===== src/design/assert_macros.svh =====
// Assertion macros shared by the drive mixer design files.
// Clock and active-low reset are passed in by the caller; no other dependencies.
`ifndef ASSERT_MACROS_SVH
`define ASSERT_MACROS_SVH

// Base form: property checked on every rising edge outside reset.
`define ASSERT_AR(lbl, clk, rstn, prop, msg) \
  lbl: assert property (@(posedge clk) disable iff (!rstn) prop) else $error(msg);

// Same-cycle implication.
`define ASSERT_IMPL(lbl, clk, rstn, ante, cons, msg) \
  `ASSERT_AR(lbl, clk, rstn, (ante) |-> (cons), msg)

// Next-cycle implication.
`define ASSERT_NEXT(lbl, clk, rstn, ante, cons, msg) \
  `ASSERT_AR(lbl, clk, rstn, (ante) |=> (cons), msg)

`endif


===== src/design/ddm_pkg.sv =====
// Shared types and constants of the skid-steer drive mixer with odometry.
// No dependencies; imported by the controller, the datapath and the top level.
package ddm_pkg;

  // Operation codes carried on the input stream
  typedef enum logic [2:0] {
    OP_TICK      = 3'd0,
    OP_SET       = 3'd1,
    OP_ARCADE    = 3'd2,
    OP_COAST     = 3'd3,
    OP_BRAKE     = 3'd4,
    OP_ENABLE    = 3'd5,
    OP_DISABLE   = 3'd6,
    OP_ODO_RESET = 3'd7
  } op_e;

  // Motor action reported with each result
  typedef enum logic [1:0] {
    ACT_NONE  = 2'd0,
    ACT_DRIVE = 2'd1,
    ACT_COAST = 2'd2,
    ACT_BRAKE = 2'd3
  } act_e;

  // Configuration register indexes
  typedef enum logic [2:0] {
    REG_SPEED_LIMIT  = 3'd0,
    REG_TRIM_LEFT    = 3'd1,
    REG_TRIM_RIGHT   = 3'd2,
    REG_POLARITY     = 3'd3,
    REG_PWM_FS       = 3'd4,
    REG_DIST_GAIN    = 3'd5,
    REG_HEAD_GAIN    = 3'd6
  } reg_idx_e;

  // Operand select of the shared multiplier
  typedef enum logic [2:0] {
    MS_NONE  = 3'd0,
    MS_DIST  = 3'd1,
    MS_HEAD  = 3'd2,
    MS_SCALE = 3'd3,
    MS_RECIP = 3'd4,
    MS_TRIM  = 3'd5
  } mul_sel_e;

  // Stream widths
  localparam int unsigned IN_DATA_W  = 160;
  localparam int unsigned IN_USER_W  = 3;
  localparam int unsigned OUT_DATA_W = 232;
  localparam int unsigned OUT_USER_W = 2;
  localparam int unsigned CFG_IDX_W  = 3;
  localparam int unsigned CFG_DATA_W = 32;

  // Datapath widths: wheel sums are held sign-extended to fit the widest count
  localparam int unsigned WIDE_W    = 34;
  localparam int unsigned MUL_B_W   = 33;
  localparam int unsigned ACC_W     = 48;
  localparam int unsigned PULSE_W   = 32;
  localparam int unsigned COUNT_IN_W = 32;

  // Divide by 100 as multiply by ceil(2^29/100), exact for operands below 2^22
  localparam int unsigned DIV_SHIFT = 29;
  localparam int unsigned DIV_IN_W  = 22;
  localparam logic [22:0] DIV100_RECIP = 23'd5368710;
  localparam int unsigned Q1_W = 15;
  localparam int unsigned Q2_W = 17;

  localparam logic [6:0]  PCT_MAX  = 7'd100;
  localparam logic [14:0] DUTY_MAX = 15'h7FFF;

  // Register reset values
  localparam logic [6:0]  RST_SPEED_LIMIT = 7'd100;
  localparam logic [6:0]  RST_TRIM        = 7'd100;
  localparam logic [3:0]  RST_POLARITY    = 4'd0;
  localparam logic [14:0] RST_PWM_FS      = 15'd1000;
  localparam logic [31:0] RST_GAIN        = 32'd0;

  typedef struct packed {
    logic [6:0]  speed_limit;
    logic [6:0]  trim_left;
    logic [6:0]  trim_right;
    logic [3:0]  polarity;
    logic [14:0] pwm_fs;
    logic [31:0] dist_gain;
    logic [31:0] head_gain;
  } cfg_t;

  // Controller to datapath
  typedef struct packed {
    logic     load;
    logic     apply;
    mul_sel_e mul_sel;
    logic     side;
    logic     acc_pulse;
    logic     acc_dist;
    logic     acc_head;
    logic     store_duty;
    logic     store_side;
    logic     set_drive;
    logic     emit;
  } cmd_t;

  // Datapath to controller
  typedef struct packed {
    op_e  op;
    logic primed;
    logic drive_req;
  } sts_t;

  // One result item
  typedef struct packed {
    logic signed [15:0] duty_a;
    logic signed [15:0] duty_b;
    logic signed [15:0] duty_c;
    logic signed [15:0] duty_d;
    act_e               action;
    logic               enabled;
    logic [31:0]        pulses_left;
    logic [31:0]        pulses_right;
    logic [47:0]        distance;
    logic [47:0]        heading;
  } res_t;

endpackage


===== src/design/ddm_ctrl.sv =====
// Sequencer of the drive mixer: steps one operation through the datapath.
// Depends on ddm_pkg and assert_macros.svh.
`include "assert_macros.svh"

module ddm_ctrl import ddm_pkg::*; (
  input  logic clk_i,
  input  logic rst_ni,
  input  logic in_valid_i,
  output logic in_ready_o,
  input  sts_t sts_i,
  input  logic out_free_i,
  output cmd_t cmd_o
);

  typedef enum logic [3:0] {
    ST_IDLE,
    ST_APPLY,
    ST_MUL_D,
    ST_MUL_H,
    ST_ACC_H,
    ST_L_SCALE,
    ST_L_DIV1,
    ST_L_TRIM,
    ST_L_DIV2,
    ST_R_SCALE,
    ST_R_DIV1,
    ST_R_TRIM,
    ST_R_DIV2,
    ST_R_STORE,
    ST_DONE
  } state_e;

  state_e state_q;

  assign in_ready_o = (state_q == ST_IDLE);

  always_ff @(posedge clk_i or negedge rst_ni) begin
    if (!rst_ni) begin
      state_q <= ST_IDLE;
    end else begin
      case (state_q)
        ST_IDLE: begin
          if (in_valid_i) state_q <= ST_APPLY;
        end
        ST_APPLY: begin
          if (sts_i.op == OP_TICK && sts_i.primed) state_q <= ST_MUL_D;
          else if (sts_i.drive_req)                state_q <= ST_L_SCALE;
          else                                     state_q <= ST_DONE;
        end
        ST_MUL_D:   state_q <= ST_MUL_H;
        ST_MUL_H:   state_q <= ST_ACC_H;
        ST_ACC_H: begin
          state_q <= sts_i.drive_req ? ST_L_SCALE : ST_DONE;
        end
        ST_L_SCALE: state_q <= ST_L_DIV1;
        ST_L_DIV1:  state_q <= ST_L_TRIM;
        ST_L_TRIM:  state_q <= ST_L_DIV2;
        ST_L_DIV2:  state_q <= ST_R_SCALE;
        ST_R_SCALE: state_q <= ST_R_DIV1;
        ST_R_DIV1:  state_q <= ST_R_TRIM;
        ST_R_TRIM:  state_q <= ST_R_DIV2;
        ST_R_DIV2:  state_q <= ST_R_STORE;
        ST_R_STORE: state_q <= ST_DONE;
        ST_DONE: begin
          if (out_free_i) state_q <= ST_IDLE;
        end
        default:    state_q <= ST_IDLE;
      endcase
    end
  end

  always_comb begin
    cmd_o = '0;
    cmd_o.mul_sel = MS_NONE;
    case (state_q)
      ST_IDLE:    cmd_o.load = in_valid_i;
      ST_APPLY:   cmd_o.apply = 1'b1;
      ST_MUL_D: begin
        cmd_o.mul_sel   = MS_DIST;
        cmd_o.acc_pulse = 1'b1;
      end
      ST_MUL_H: begin
        cmd_o.mul_sel  = MS_HEAD;
        cmd_o.acc_dist = 1'b1;
      end
      ST_ACC_H:   cmd_o.acc_head = 1'b1;
      ST_L_SCALE: cmd_o.mul_sel = MS_SCALE;
      ST_L_DIV1:  cmd_o.mul_sel = MS_RECIP;
      ST_L_TRIM:  cmd_o.mul_sel = MS_TRIM;
      ST_L_DIV2:  cmd_o.mul_sel = MS_RECIP;
      ST_R_SCALE: begin
        cmd_o.mul_sel    = MS_SCALE;
        cmd_o.side       = 1'b1;
        cmd_o.store_duty = 1'b1;   // left result leaves the multiplier here
      end
      ST_R_DIV1:  cmd_o.mul_sel = MS_RECIP;
      ST_R_TRIM: begin
        cmd_o.mul_sel = MS_TRIM;
        cmd_o.side    = 1'b1;
      end
      ST_R_DIV2:  cmd_o.mul_sel = MS_RECIP;
      ST_R_STORE: begin
        cmd_o.store_duty = 1'b1;
        cmd_o.store_side = 1'b1;
        cmd_o.set_drive  = 1'b1;
      end
      ST_DONE:    cmd_o.emit = out_free_i;
      default:    cmd_o = '0;
    endcase
  end

  `ASSERT_IMPL(a_emit_slot_free, clk_i, rst_ni, cmd_o.emit, out_free_i, "result emitted into a full output slot")
  `ASSERT_NEXT(a_load_to_apply, clk_i, rst_ni, cmd_o.load, state_q == ST_APPLY, "accepted item not applied next cycle")

endmodule


===== src/design/ddm_datapath.sv =====
// Datapath of the drive mixer: operation state, odometry totals, shared multiplier.
// Depends on ddm_pkg and assert_macros.svh; sequenced by ddm_ctrl.
`include "assert_macros.svh"

module ddm_datapath import ddm_pkg::*; #(
  parameter int unsigned COUNT_BITS = 32
) (
  input  logic                         clk_i,
  input  logic                         rst_ni,
  input  cfg_t                         cfg_i,
  input  cmd_t                         cmd_i,
  input  op_e                          in_op_i,
  input  logic signed [15:0]           in_left_i,
  input  logic signed [15:0]           in_right_i,
  input  logic [3:0][COUNT_IN_W-1:0]   in_count_i,
  output sts_t                         sts_o,
  output res_t                         res_o
);

  // Captured item
  op_e                          op_q;
  logic signed [15:0]           a_q, b_q;
  logic [3:0][COUNT_BITS-1:0]   cnt_q;

  // Architectural state
  logic                         en_q, primed_q;
  logic signed [15:0]           cmd_l_q, cmd_r_q;
  logic [3:0][COUNT_BITS-1:0]   prev_q;
  logic [PULSE_W-1:0]           pl_q, pr_q;
  logic [ACC_W-1:0]             dist_q, head_q;
  act_e                         act_q;

  // Work registers
  logic signed [WIDE_W-1:0]     sl_q, sr_q;
  logic [ACC_W-1:0]             prod_q;
  logic signed [15:0]           duty_l_q, duty_r_q;

  always_ff @(posedge clk_i) begin
    if (cmd_i.load) begin
      op_q <= in_op_i;
      a_q  <= in_left_i;
      b_q  <= in_right_i;
      for (int k = 0; k < 4; k++) begin
        cnt_q[k] <= in_count_i[k][COUNT_BITS-1:0];
      end
    end
  end

  // Count deltas wrap at COUNT_BITS and are read as signed
  logic signed [COUNT_BITS-1:0] delta [4];
  logic signed [WIDE_W-1:0]     sl_d, sr_d;

  always_comb begin
    for (int k = 0; k < 4; k++) begin
      delta[k] = $signed(cnt_q[k] - prev_q[k]);
    end
    sl_d = WIDE_W'(delta[0]) + WIDE_W'(delta[1]);
    sr_d = WIDE_W'(delta[2]) + WIDE_W'(delta[3]);
  end

  // Arcade mix, computed wide then clamped to the speed limit
  logic signed [16:0] sum_ab, dif_ab, lim_pos, lim_neg, arc_l, arc_r;

  always_comb begin
    sum_ab  = 17'(a_q) + 17'(b_q);
    dif_ab  = 17'(a_q) - 17'(b_q);
    lim_pos = $signed({10'b0, cfg_i.speed_limit});
    lim_neg = -lim_pos;
    if (sum_ab > lim_pos)      arc_l = lim_pos;
    else if (sum_ab < lim_neg) arc_l = lim_neg;
    else                       arc_l = sum_ab;
    if (dif_ab > lim_pos)      arc_r = lim_pos;
    else if (dif_ab < lim_neg) arc_r = lim_neg;
    else                       arc_r = dif_ab;
  end

  // Side pulses: half the sum, rounded half away from zero
  logic signed [WIDE_W-1:0] rnd_sum_l, rnd_sum_r, rnd_l, rnd_r;

  always_comb begin
    rnd_sum_l = sl_q + $signed({{(WIDE_W-1){1'b0}}, ~sl_q[WIDE_W-1]});
    rnd_sum_r = sr_q + $signed({{(WIDE_W-1){1'b0}}, ~sr_q[WIDE_W-1]});
    rnd_l     = rnd_sum_l >>> 1;
    rnd_r     = rnd_sum_r >>> 1;
  end

  // Percent magnitude of the selected side after both clamps
  logic signed [15:0] cmd_side;
  logic signed [16:0] cmd_ext;
  logic [16:0]        cmd_abs;
  logic [6:0]         lim_eff, side_mag;

  always_comb begin
    cmd_side = cmd_i.side ? cmd_r_q : cmd_l_q;
    cmd_ext  = 17'(cmd_side);
    cmd_abs  = cmd_side[15] ? -cmd_ext : cmd_ext;
    lim_eff  = (cfg_i.speed_limit > PCT_MAX) ? PCT_MAX : cfg_i.speed_limit;
    side_mag = (cmd_abs > {10'b0, lim_eff}) ? lim_eff : cmd_abs[6:0];
  end

  // Shared multiplier
  logic signed [WIDE_W-1:0]         mul_a;
  logic signed [MUL_B_W-1:0]        mul_b;
  logic signed [WIDE_W+MUL_B_W-1:0] mul_p;

  always_comb begin
    case (cmd_i.mul_sel)
      MS_DIST: begin
        mul_a = sl_q + sr_q;
        mul_b = $signed({1'b0, cfg_i.dist_gain});
      end
      MS_HEAD: begin
        mul_a = sr_q - sl_q;
        mul_b = $signed({1'b0, cfg_i.head_gain});
      end
      MS_SCALE: begin
        mul_a = $signed(WIDE_W'(side_mag));
        mul_b = $signed(MUL_B_W'(cfg_i.pwm_fs));
      end
      MS_RECIP: begin
        mul_a = $signed(WIDE_W'(prod_q[DIV_IN_W-1:0]));
        mul_b = $signed(MUL_B_W'(DIV100_RECIP));
      end
      MS_TRIM: begin
        mul_a = $signed(WIDE_W'(prod_q[DIV_SHIFT +: Q1_W]));
        mul_b = $signed(MUL_B_W'(cmd_i.side ? cfg_i.trim_right : cfg_i.trim_left));
      end
      default: begin
        mul_a = '0;
        mul_b = '0;
      end
    endcase
    mul_p = mul_a * mul_b;
  end

  // Duty from the second quotient: saturate, then restore the command sign
  logic [Q2_W-1:0]    q2;
  logic [14:0]        mag_sat;
  logic               store_neg;
  logic signed [15:0] duty_new;

  always_comb begin
    q2        = prod_q[DIV_SHIFT +: Q2_W];
    mag_sat   = (q2 > Q2_W'(DUTY_MAX)) ? DUTY_MAX : q2[14:0];
    store_neg = cmd_i.store_side ? cmd_r_q[15] : cmd_l_q[15];
    duty_new  = store_neg ? -$signed({1'b0, mag_sat}) : $signed({1'b0, mag_sat});
  end

  always_ff @(posedge clk_i) begin
    if (cmd_i.apply) begin
      sl_q <= sl_d;
      sr_q <= sr_d;
    end
    if (cmd_i.mul_sel != MS_NONE) prod_q <= mul_p[ACC_W-1:0];
    if (cmd_i.store_duty) begin
      if (cmd_i.store_side) duty_r_q <= duty_new;
      else                  duty_l_q <= duty_new;
    end
  end

  always_ff @(posedge clk_i or negedge rst_ni) begin
    if (!rst_ni) begin
      en_q     <= 1'b0;
      primed_q <= 1'b0;
      cmd_l_q  <= '0;
      cmd_r_q  <= '0;
      prev_q   <= '0;
      pl_q     <= '0;
      pr_q     <= '0;
      dist_q   <= '0;
      head_q   <= '0;
      act_q    <= ACT_NONE;
    end else begin
      if (cmd_i.apply) begin
        act_q <= ACT_NONE;
        case (op_q)
          OP_TICK: begin
            prev_q   <= cnt_q;
            primed_q <= 1'b1;
          end
          OP_SET: begin
            cmd_l_q <= a_q;
            cmd_r_q <= b_q;
          end
          OP_ARCADE: begin
            cmd_l_q <= $signed(arc_l[15:0]);
            cmd_r_q <= $signed(arc_r[15:0]);
          end
          OP_COAST: begin
            cmd_l_q <= '0;
            cmd_r_q <= '0;
            act_q   <= ACT_COAST;
          end
          OP_BRAKE: begin
            cmd_l_q <= '0;
            cmd_r_q <= '0;
            act_q   <= ACT_BRAKE;
          end
          OP_ENABLE:  en_q <= 1'b1;
          OP_DISABLE: begin
            en_q    <= 1'b0;
            cmd_l_q <= '0;
            cmd_r_q <= '0;
            act_q   <= ACT_COAST;
          end
          OP_ODO_RESET: begin
            primed_q <= 1'b0;
            prev_q   <= '0;
            pl_q     <= '0;
            pr_q     <= '0;
            dist_q   <= '0;
            head_q   <= '0;
          end
          default: ;
        endcase
      end
      if (cmd_i.acc_pulse) begin
        pl_q <= pl_q + rnd_l[PULSE_W-1:0];
        pr_q <= pr_q + rnd_r[PULSE_W-1:0];
      end
      if (cmd_i.acc_dist)  dist_q <= dist_q + prod_q;
      if (cmd_i.acc_head)  head_q <= head_q + prod_q;
      if (cmd_i.set_drive) act_q  <= ACT_DRIVE;
    end
  end

  assign sts_o.op        = op_q;
  assign sts_o.primed    = primed_q;
  assign sts_o.drive_req = en_q && (op_q == OP_SET || op_q == OP_ARCADE ||
                           (op_q == OP_TICK && (cmd_l_q != '0 || cmd_r_q != '0)));

  logic drv;
  assign drv = (act_q == ACT_DRIVE);

  always_comb begin
    res_o.duty_a       = !drv ? '0 : (cfg_i.polarity[0] ? -duty_l_q : duty_l_q);
    res_o.duty_b       = !drv ? '0 : (cfg_i.polarity[1] ? -duty_l_q : duty_l_q);
    res_o.duty_c       = !drv ? '0 : (cfg_i.polarity[2] ? -duty_r_q : duty_r_q);
    res_o.duty_d       = !drv ? '0 : (cfg_i.polarity[3] ? -duty_r_q : duty_r_q);
    res_o.action       = act_q;
    res_o.enabled      = en_q;
    res_o.pulses_left  = pl_q;
    res_o.pulses_right = pr_q;
    res_o.distance     = dist_q;
    res_o.heading      = head_q;
  end

  `ASSERT_NEXT(a_first_tick_latches, clk_i, rst_ni, cmd_i.apply && op_q == OP_TICK && !primed_q, $stable(dist_q) && $stable(head_q) && $stable(pl_q) && $stable(pr_q), "unprimed tick changed odometry totals")
  `ASSERT_NEXT(a_stop_clears_cmd, clk_i, rst_ni, cmd_i.apply && (op_q == OP_COAST || op_q == OP_BRAKE || op_q == OP_DISABLE), cmd_l_q == '0 && cmd_r_q == '0, "stop left a non-zero command")

endmodule


===== src/design/diff_drive_mixer_odometry_core.sv =====
// Top level of the four-wheel skid-steer drive mixer with wheel odometry.
// Depends on ddm_pkg, ddm_ctrl and ddm_datapath.

// One input transfer carries one operation (tick, set left/right, arcade,
// coast, brake, enable, disable, odometry reset) and always yields exactly
// one result transfer holding four signed duties, the motor action, the
// enable state, the two side pulse totals and the Q24.24 distance and
// heading totals. Items are handled one at a time by a small sequencer
// around a single shared multiplier. Enable, odometry reset, the stops and
// set/arcade while disabled go from the apply step straight to the output
// register; set/arcade while enabled add two sides of four multiplier
// passes each (scale by full scale, divide by 100, trim, divide by 100); a
// tick adds the distance and heading products once the counts are primed
// and refreshes the drive while enabled with a non-zero command. The
// sequencer takes the next item as soon as the previous result sits in the
// output register, even if the sink has not taken it yet; a result waits
// there until the sink is ready. Configuration writes are always accepted
// and must only be issued while no item is in flight. COUNT_BITS selects
// how many low encoder bits are used; deltas wrap at that width. Divisions
// by 100 truncate toward zero.

module diff_drive_mixer_odometry_core import ddm_pkg::*; #(
  parameter int unsigned COUNT_BITS = 32
) (
  input  logic                   clk_i,
  input  logic                   rst_ni,

  // Input stream
  input  logic                   s_axis_tvalid,
  output logic                   s_axis_tready,
  // left_or_throttle[15:0], right_or_turn[31:16], count_a[63:32],
  // count_b[95:64], count_c[127:96], count_d[159:128]
  input  logic [IN_DATA_W-1:0]   s_axis_tdata,
  // operation[2:0]
  input  logic [IN_USER_W-1:0]   s_axis_tuser,

  // Result stream
  output logic                   m_axis_tvalid,
  input  logic                   m_axis_tready,
  // duty_a[15:0], duty_b[31:16], duty_c[47:32], duty_d[63:48],
  // drive_enabled[64], pulses_left[96:65], pulses_right[128:97],
  // distance[176:129], heading[224:177], zero fill[231:225]
  output logic [OUT_DATA_W-1:0]  m_axis_tdata,
  // motor_action[1:0]
  output logic [OUT_USER_W-1:0]  m_axis_tuser,

  // Configuration write channel
  input  logic                   cfg_valid_i,
  output logic                   cfg_ready_o,
  input  logic [CFG_IDX_W-1:0]   cfg_index_i,
  input  logic [CFG_DATA_W-1:0]  cfg_data_i
);

  // ---------------------------------------------------------------------
  // Configuration registers
  // ---------------------------------------------------------------------
  cfg_t cfg_q;

  assign cfg_ready_o = 1'b1;

  always_ff @(posedge clk_i or negedge rst_ni) begin
    if (!rst_ni) begin
      cfg_q.speed_limit <= RST_SPEED_LIMIT;
      cfg_q.trim_left   <= RST_TRIM;
      cfg_q.trim_right  <= RST_TRIM;
      cfg_q.polarity    <= RST_POLARITY;
      cfg_q.pwm_fs      <= RST_PWM_FS;
      cfg_q.dist_gain   <= RST_GAIN;
      cfg_q.head_gain   <= RST_GAIN;
    end else if (cfg_valid_i) begin
      case (reg_idx_e'(cfg_index_i))
        REG_SPEED_LIMIT: cfg_q.speed_limit <= cfg_data_i[6:0];
        REG_TRIM_LEFT:   cfg_q.trim_left   <= cfg_data_i[6:0];
        REG_TRIM_RIGHT:  cfg_q.trim_right  <= cfg_data_i[6:0];
        REG_POLARITY:    cfg_q.polarity    <= cfg_data_i[3:0];
        REG_PWM_FS:      cfg_q.pwm_fs      <= cfg_data_i[14:0];
        REG_DIST_GAIN:   cfg_q.dist_gain   <= cfg_data_i;
        REG_HEAD_GAIN:   cfg_q.head_gain   <= cfg_data_i;
        default: ;       // writes past the register list are dropped
      endcase
    end
  end

  // ---------------------------------------------------------------------
  // Sequencer and datapath
  // ---------------------------------------------------------------------
  cmd_t cmd;
  sts_t sts;
  res_t res;
  logic out_free;

  logic [3:0][COUNT_IN_W-1:0] in_count;
  assign in_count[0] = s_axis_tdata[63:32];
  assign in_count[1] = s_axis_tdata[95:64];
  assign in_count[2] = s_axis_tdata[127:96];
  assign in_count[3] = s_axis_tdata[159:128];

  ddm_ctrl u_ctrl (
    .clk_i      (clk_i),
    .rst_ni     (rst_ni),
    .in_valid_i (s_axis_tvalid),
    .in_ready_o (s_axis_tready),
    .sts_i      (sts),
    .out_free_i (out_free),
    .cmd_o      (cmd)
  );

  ddm_datapath #(
    .COUNT_BITS (COUNT_BITS)
  ) u_datapath (
    .clk_i      (clk_i),
    .rst_ni     (rst_ni),
    .cfg_i      (cfg_q),
    .cmd_i      (cmd),
    .in_op_i    (op_e'(s_axis_tuser)),
    .in_left_i  ($signed(s_axis_tdata[15:0])),
    .in_right_i ($signed(s_axis_tdata[31:16])),
    .in_count_i (in_count),
    .sts_o      (sts),
    .res_o      (res)
  );

  // ---------------------------------------------------------------------
  // Output register: holds one finished result so the sequencer can move
  // on to the next item while the sink stalls.
  // ---------------------------------------------------------------------
  logic out_valid_q;
  res_t out_q;

  assign out_free = !out_valid_q || m_axis_tready;

  always_ff @(posedge clk_i or negedge rst_ni) begin
    if (!rst_ni) begin
      out_valid_q <= 1'b0;
    end else if (cmd.emit) begin
      out_valid_q <= 1'b1;
    end else if (m_axis_tready) begin
      out_valid_q <= 1'b0;
    end
  end

  always_ff @(posedge clk_i) begin
    if (cmd.emit) out_q <= res;
  end

  assign m_axis_tvalid = out_valid_q;
  assign m_axis_tuser  = out_q.action;
  assign m_axis_tdata  = {7'b0, out_q.heading, out_q.distance, out_q.pulses_right,
                          out_q.pulses_left, out_q.enabled, out_q.duty_d, out_q.duty_c,
                          out_q.duty_b, out_q.duty_a};

endmodule


===== config.mk =====
export PLATFORM = sky130hd
export DESIGN_NAME = diff_drive_mixer_odometry_core
export DESIGN_NICKNAME = d
export VERILOG_FILES = /design/src/design/ddm_pkg.sv /design/src/design/ddm_ctrl.sv /design/src/design/ddm_datapath.sv /design/src/design/diff_drive_mixer_odometry_core.sv
export VERILOG_INCLUDE_DIRS = /design/src /design/src/design
export SDC_FILE = /design/constraint.sdc
export NUM_CORES = 2
export LEC_CHECK = 0
export BUFFER_PORTS_ARGS = -buffer_cell sky130_fd_sc_hd__buf_2
export CORE_MARGIN = 1
export CORE_UTILIZATION = 40
export DETAILED_ROUTE_END_ITERATION = 7
export GPL_TIMING_DRIVEN = 0
export MAX_ROUTING_LAYER = met4
export PLACE_DENSITY = 0.56
export SYNTH_ARGS = -nofsm -noshare
export SYNTH_HDL_FRONTEND = slang
export SYNTH_HIERARCHICAL = 1
export SYNTH_SLANG_ARGS = --single-unit

===== constraint.sdc =====
create_clock -name clk_i -period 22.8 [get_ports clk_i]
set_input_delay 0 -clock clk_i [delete_from_list [all_inputs] [get_ports clk_i]]
set_output_delay 0 -clock clk_i [all_outputs]
set_load 0.01 [all_outputs]

== Word-level counts from Yosys, hierarchy flattened ==
Cells that the tools add are included.

* Muxes and demuxes: 51
* Bitwise gates (word level): 3
* Equality and inequality tests: 35
* Multipliers: 1
* Reductions and logical operators: 48
* Add/subtract/negate cells: 21
* Magnitude comparators: 7

{| class="wikitable"
|+ Operators by type and width
! cell !! count
|-
| $pmux 128 s2 || 1
|-
| $mux 48 || 4
|-
| $pmux 34 s5 || 1
|-
| $mux 16 || 10
|-
| $pmux 32 s5 || 1
|-
| $mux 32 || 4
|-
| $sub 32x32->32 || 4
|-
| $add 48x48->48 || 2
|-
| $pmux 16 s3 || 2
|-
| $add 32x32->33 || 2
|-
| $add 33x2->33 || 2
|-
| $add 32x32->32 || 2
|-
| $pmux 4 s15 || 1
|-
| $mul 34x33->48 || 1
|-
| $add 33x33->34 || 1
|-
| $gt 17x8->1 || 2
|-
| $lt 17x17->1 || 2
|-
| $sub 33x33->34 || 1
|-
| $neg 16->16 || 2
|-
| $reduce_and 2->1 || 16
|-
| $reduce_bool 16->1 || 2
|-
| $eq 4x4->1 const B || 7
|-
| $eq 3x3->1 const B || 9
|-
| $mux 7 || 3
|-
| 35 further kinds || 84
|}

* Word-level logic and storage cells: 210
* Flip-flop bits (word level): 969
* Output and inout port bits: 237
* Bits of input ports: 203

== Depth between registers and ports, before layout ==
* Depth after elaboration: 10
* Gate-level depth with buffers: 58
* Mapped depth without buffers: 52

== Cells and area by module ==
The synthesis kept the hierarchy.

{| class="wikitable"
|+ Modules (own cells, without submodules)
! module !! cells each !! area each (µm²) !! instances !! seq. area each (µm²)
|-
| ddm_datapath || 8351 || 75771.4 || 1 || 17386.7
|-
| diff_drive_mixer_odometry_core || 466 || 10901.7 || 1 || 9462.8
|-
| ddm_ctrl || 60 || 462.9 || 1 || 100.1
|}

== Worst setup path after synthesis ==
No wires, ideal clock.

* Kind: register to register
* Start: register u_ctrl.state_q[1]
* End: register u_datapath.prod_q[47], data pin
* Setup slack: 9.929 ns
* Data required time: 22.532 ns
* Buffers on the path: 9
* Setup time: 0.268 ns
* Cell stages (with the launch flop): 53
* Arrival: 12.604 ns
* Clock period less this slack: 12.871 ns
* Path through: dfrtp_1 > buf_6 > buf_2 > o21ai_0 > nand2_1 > a21oi_1 > buf_2 > nand2b_1 > clkbuf_1 > nor2_2 > clkbuf_1 > buf_1 > buf_1 > clkbuf_1 > a21oi_1 > xnor2_1 > ha_1 > a21o_1 > (+17 left out) > inv_1 > fa_1 > fa_1 > fa_1 > fa_1 > fa_1 > xor2_1 > xnor2_1 > xnor2_1 > xnor2_1 > xnor2_1 > xnor2_1 > xnor2_1 > xnor3_1 > xor2_1 > xnor3_1 > xnor2_1 > xnor3_1

{| class="wikitable"
|+ RTL lines
! element !! line !! text
|-
| from (decl) || ddm_ctrl.sv:33 || <nowiki>state_e state_q;</nowiki>
|-
| from (signal assigned) || ddm_ctrl.sv:53 || <nowiki>state_q <= sts_i.drive_req ? ST_L_SCALE : ST_DONE;</nowiki>
|-
| to (signal assigned) || ddm_datapath.sv:154 || <nowiki>if (cmd_i.mul_sel != MS_NONE) prod_q <= mul_p[ACC_W-1:0];</nowiki>
|-
| to (decl) || ddm_datapath.sv:35 || <nowiki>logic [ACC_W-1:0] prod_q;</nowiki>
|}

==> impl_metrics.py <==
metrics = {
    "run_status": {
        "status": "complete, but fails checks",
        "violations": "capacitance limit, slew limit",
    },
    "drt": {
        "routed_via_density": 5.40,
        "drc": 0,
        "drtAntennaViolNets": 0,
        "route.vias.total": 69000,
        "drt_pre_antenna_iters": 5,
        "wl_per_cell_um": 23.9,
        "wl_um": 306000,
        "drtIter0Drc": 5349,
    },
    "critical_path": {
        "worstSetupEndpointType": "flop",
        "critPathTopFamily": "buffers and inverters",
        "crit_type": "flop to flop",
        "setup.worst_path.start_class": "flop",
        "crit_required_ps": 23280,
        "cp_common_cell": "fa_1",
        "cp_max_fo": 10,
        "critical-path-slowest-cell": "o21ai_1",
        "slowest_delay_ps": 1160,
        "path_buf_inv": 14,
        "crit_arrival_ps": 19080,
    },
    "final_layout": {
        "seq_area_mm2": 0.0269,
        "nets": 11500,
        "drive_gt1_share_pct": 9.38,
        "fin_area_mm2": 0.101,
        "multi_input_area_mm2": 0.0544,
        "areaGrowthSynthToFinish_pct": 16.4,
        "nFillCells": 20300,
    },
    "clock_tree": {
        "htree_levels": 3,
        "tritoncts": "built",
        "clkLatencyLatePin_ps": 810,
        "cts_buffers": 111,
        "root_buffer": "clkbuf_16",
        "clkSinkCount": 969,
        "clockBufferDepth": 3,
        "cts.clk_slew.worst_paths_ps": 60,
    },
    "sta": {
        "setup_viol": 0,
        "timing.final.crit_period_ps": 18600,
        "post-route-period-util_pct": 81.6,
        "tightest_slew_ps": 1590,
        "slew_headroom_pct": -6.01,
        "clock_skew_ps": 95.4,
        "drv_slew": 11,
        "rsz0062_at_grt": "false",
        "totalNegativeSetupSlack_ps": 0,
        "finalHoldViolations": 0,
        "fmax_ghz": 0.0538,
    },
    "grt": {
        "antenna_found_initial": 21,
        "grt_pass1_wl_um": 453000,
        "met1_usage_pct": 36.9,
        "grt_max_degree": 113,
        "grt-ovfl-total": 0,
        "met3_usage_pct": 4.03,
        "grt_util_all_layers_pct": 28.7,
        "grt_pass1_vias": 70000,
        "busiest_layer": "met2",
        "grt_use_met2_pct": 44.8,
    },
    "placed_design": {
        "routabilityCongestion": 0.992,
        "dpl_cell_area_mm2": 0.0936,
        "numPortBuffers": 430,
        "dp.final_hpwl_um": 247000,
    },
    "floorplan": {
        "ios": 440,
        "die_h_um": 469,
        "die_area_mm2": 0.220,
        "die_x_um": 469,
        "core_area_mm2": 0.215,
        "start_util_pct": 40.4,
        "num_rows": 170,
    },
    "yosys": {
        "synth_cells": 8877,
        "synth-edff-count": 536,
        "ys_warn_count": 6,
        "syn_area_per_cell_um2": 9.82,
        "ys_ff_latch": 969,
        "async_reset_ff_share_pct": 44.7,
        "synth_area_mm2": 0.0871,
        "synth-seq-area-share_pct": 30.9,
        "ys_types": 96,
        "synthFlopType": "edfxtp_1",
    },
    "hold_path": {
        "hold_class": "input port to flop",
    },
    "run": {
        "cap_violations": 1,
    },
}
-- kinds of logic after synthesis --
family                   count (synthesis)  synth area share, %
buffers and inverters                 1534                 6.76
XOR/XNOR                               581                 5.90
other                                    2              0.00862
multiplexers                           183                 2.29
flip-flops                             969                 30.9
adder cells (fa/ha/maj)               1486                 28.8
AND/OR/NAND/NOR                       2411                 12.3
AO/OA/AOI/OAI                         1711                 13.1
-- worst paths after layout --
path	start	depth (start not counted)	endpoint	slack (ps)
hold reg to reg	u_datapath/primed_q$_DFFE_PN0P_	1	u_datapath/primed_q$_DFFE_PN0P_	490
setup reg to reg	u_ctrl/state_q[1]$_DFFE_PN0P_	52	u_datapath/prod_q[47]$_DFFE_PP_	4200
setup / recovery	u_ctrl/state_q[1]$_DFFE_PN0P_	52	u_datapath/prod_q[47]$_DFFE_PP_	4200
hold / removal	cfg_data_i[17]	3	cfg_q[49]$_DFFE_PN0P_	60
max in group asynchronous	rst_ni	6	cfg_q[47]$_DFFE_PN0P_	20670
min in group asynchronous	rst_ni	4	m_axis_tvalid$_DFFE_PN0P_	370
-- worst register-to-register path, delay by kind of cell (launching register included) --
kind	cells	cell delay [ps]
AND/OR/NAND/NOR	7	1730
buffers and inverters	14	5230
XOR/XNOR	4	1000
AO/OA/AOI/OAI	17	5140
adder cells (fa/ha/maj)	10	4830
flip-flops	1	370
-- cells in the mapped netlist (all sizes together), types with 48 or more instances --
master	number	area, um^2
a21o	194	1460
a21oi	419	2110
a22o	183	1600
a31oi	49	313
and2	60	375
and3	48	305
buf	62	364
clkbuf	283	1060
dfrtp	418	10500
edfxtp	536	16100
fa	861	17200
ha	625	7820
inv	1189	4460
mux2	128	1440
mux2i	55	551
nand2	1151	4320
nand2b	78	488
nand3	94	470
nand4	48	300
nor2	591	2220
nor2b	81	507
nor3	92	460
o21a	80	601
o21ai	355	1780
o21bai	73	548
or3	51	319
xnor2	357	3130
xor2	220	1930
-- area by class of cell --
type / count / share of cell area (%)
Clock inverter: 78 / 1.03
Multi-Input combinational cell: 6380 / 53.7
Tap cell: 2838 / 3.50
Timing Repair Buffer: 846 / 6.45
Antenna cell: 11 / 0.0271
Inverter: 1189 / 4.40
Sequential cell: 969 / 26.6
Clock buffer: 130 / 2.93
Buffer: 345 / 1.41
-- metrics by stage --
stage	instances	setup slack (ps)	util, %	hold slack [ps]
after CTS	12800	4540	47.1	2.37
after detailed placement	12200	4610	43.5	-85.2
after global routing	12800	3900	47.1	76.4
after floorplan	8883	9930	-	-296
after global placement	12200	3340	43.1	176
final	12800	4200	47.1	60.7
-- cells in the final DEF, fill, tap and decap left out, types with 292 or more instances in the layout --
master         synthesis  layout
a21oi_1              415     412
clkbuf_1             283     292
buf_2                 17     449
xnor2_1              357     357
dfrtp_1              418     418
edfxtp_1             536     536
o21ai_0              342     341
fa_1                 861     861
nor2_1               590     590
nand2_1             1151    1151
ha_1                 625     625
inv_1               1189    1189
dlygate4sd3_1          0     372
-- flip-flops by register name, summed over array words and instances, names as in the netlist, 3 cells and up --
signal	flops
cfg_q	104
m_axis_tdata	225
u_ctrl/state_q	4
u_datapath/a_q	16
u_datapath/b_q	16
u_datapath/cmd_l_q	16
u_datapath/cmd_r_q	16
u_datapath/cnt_q	128
u_datapath/dist_q	48
u_datapath/duty_l_q	16
u_datapath/duty_r_q	16
u_datapath/head_q	48
u_datapath/op_q	3
u_datapath/pl_q	32
u_datapath/pr_q	32
u_datapath/prev_q	128
u_datapath/prod_q	48
u_datapath/sl_q	33
u_datapath/sr_q	33
-- routing by layer --
| layer | vias up | share of wire, % |
|---|---|---|
| li1 | 31700 | - |
| met1 | 34500 | 43 |
| met2 | 2271 | 46 |
| met3 | 492 | 6.0 |
| met4 | 0 | 5.1 |
| met5 | - | 0 |
-- repair_timing --
item	CTS	global route
buffers inserted	0	0
hold buffers	373	0
gates resized for setup	0	0
endpoints found under the hold margin	517	0
Power is not shown: default switching activity piles up to over one toggle a cycle in this logic, so the estimate is an artifact.
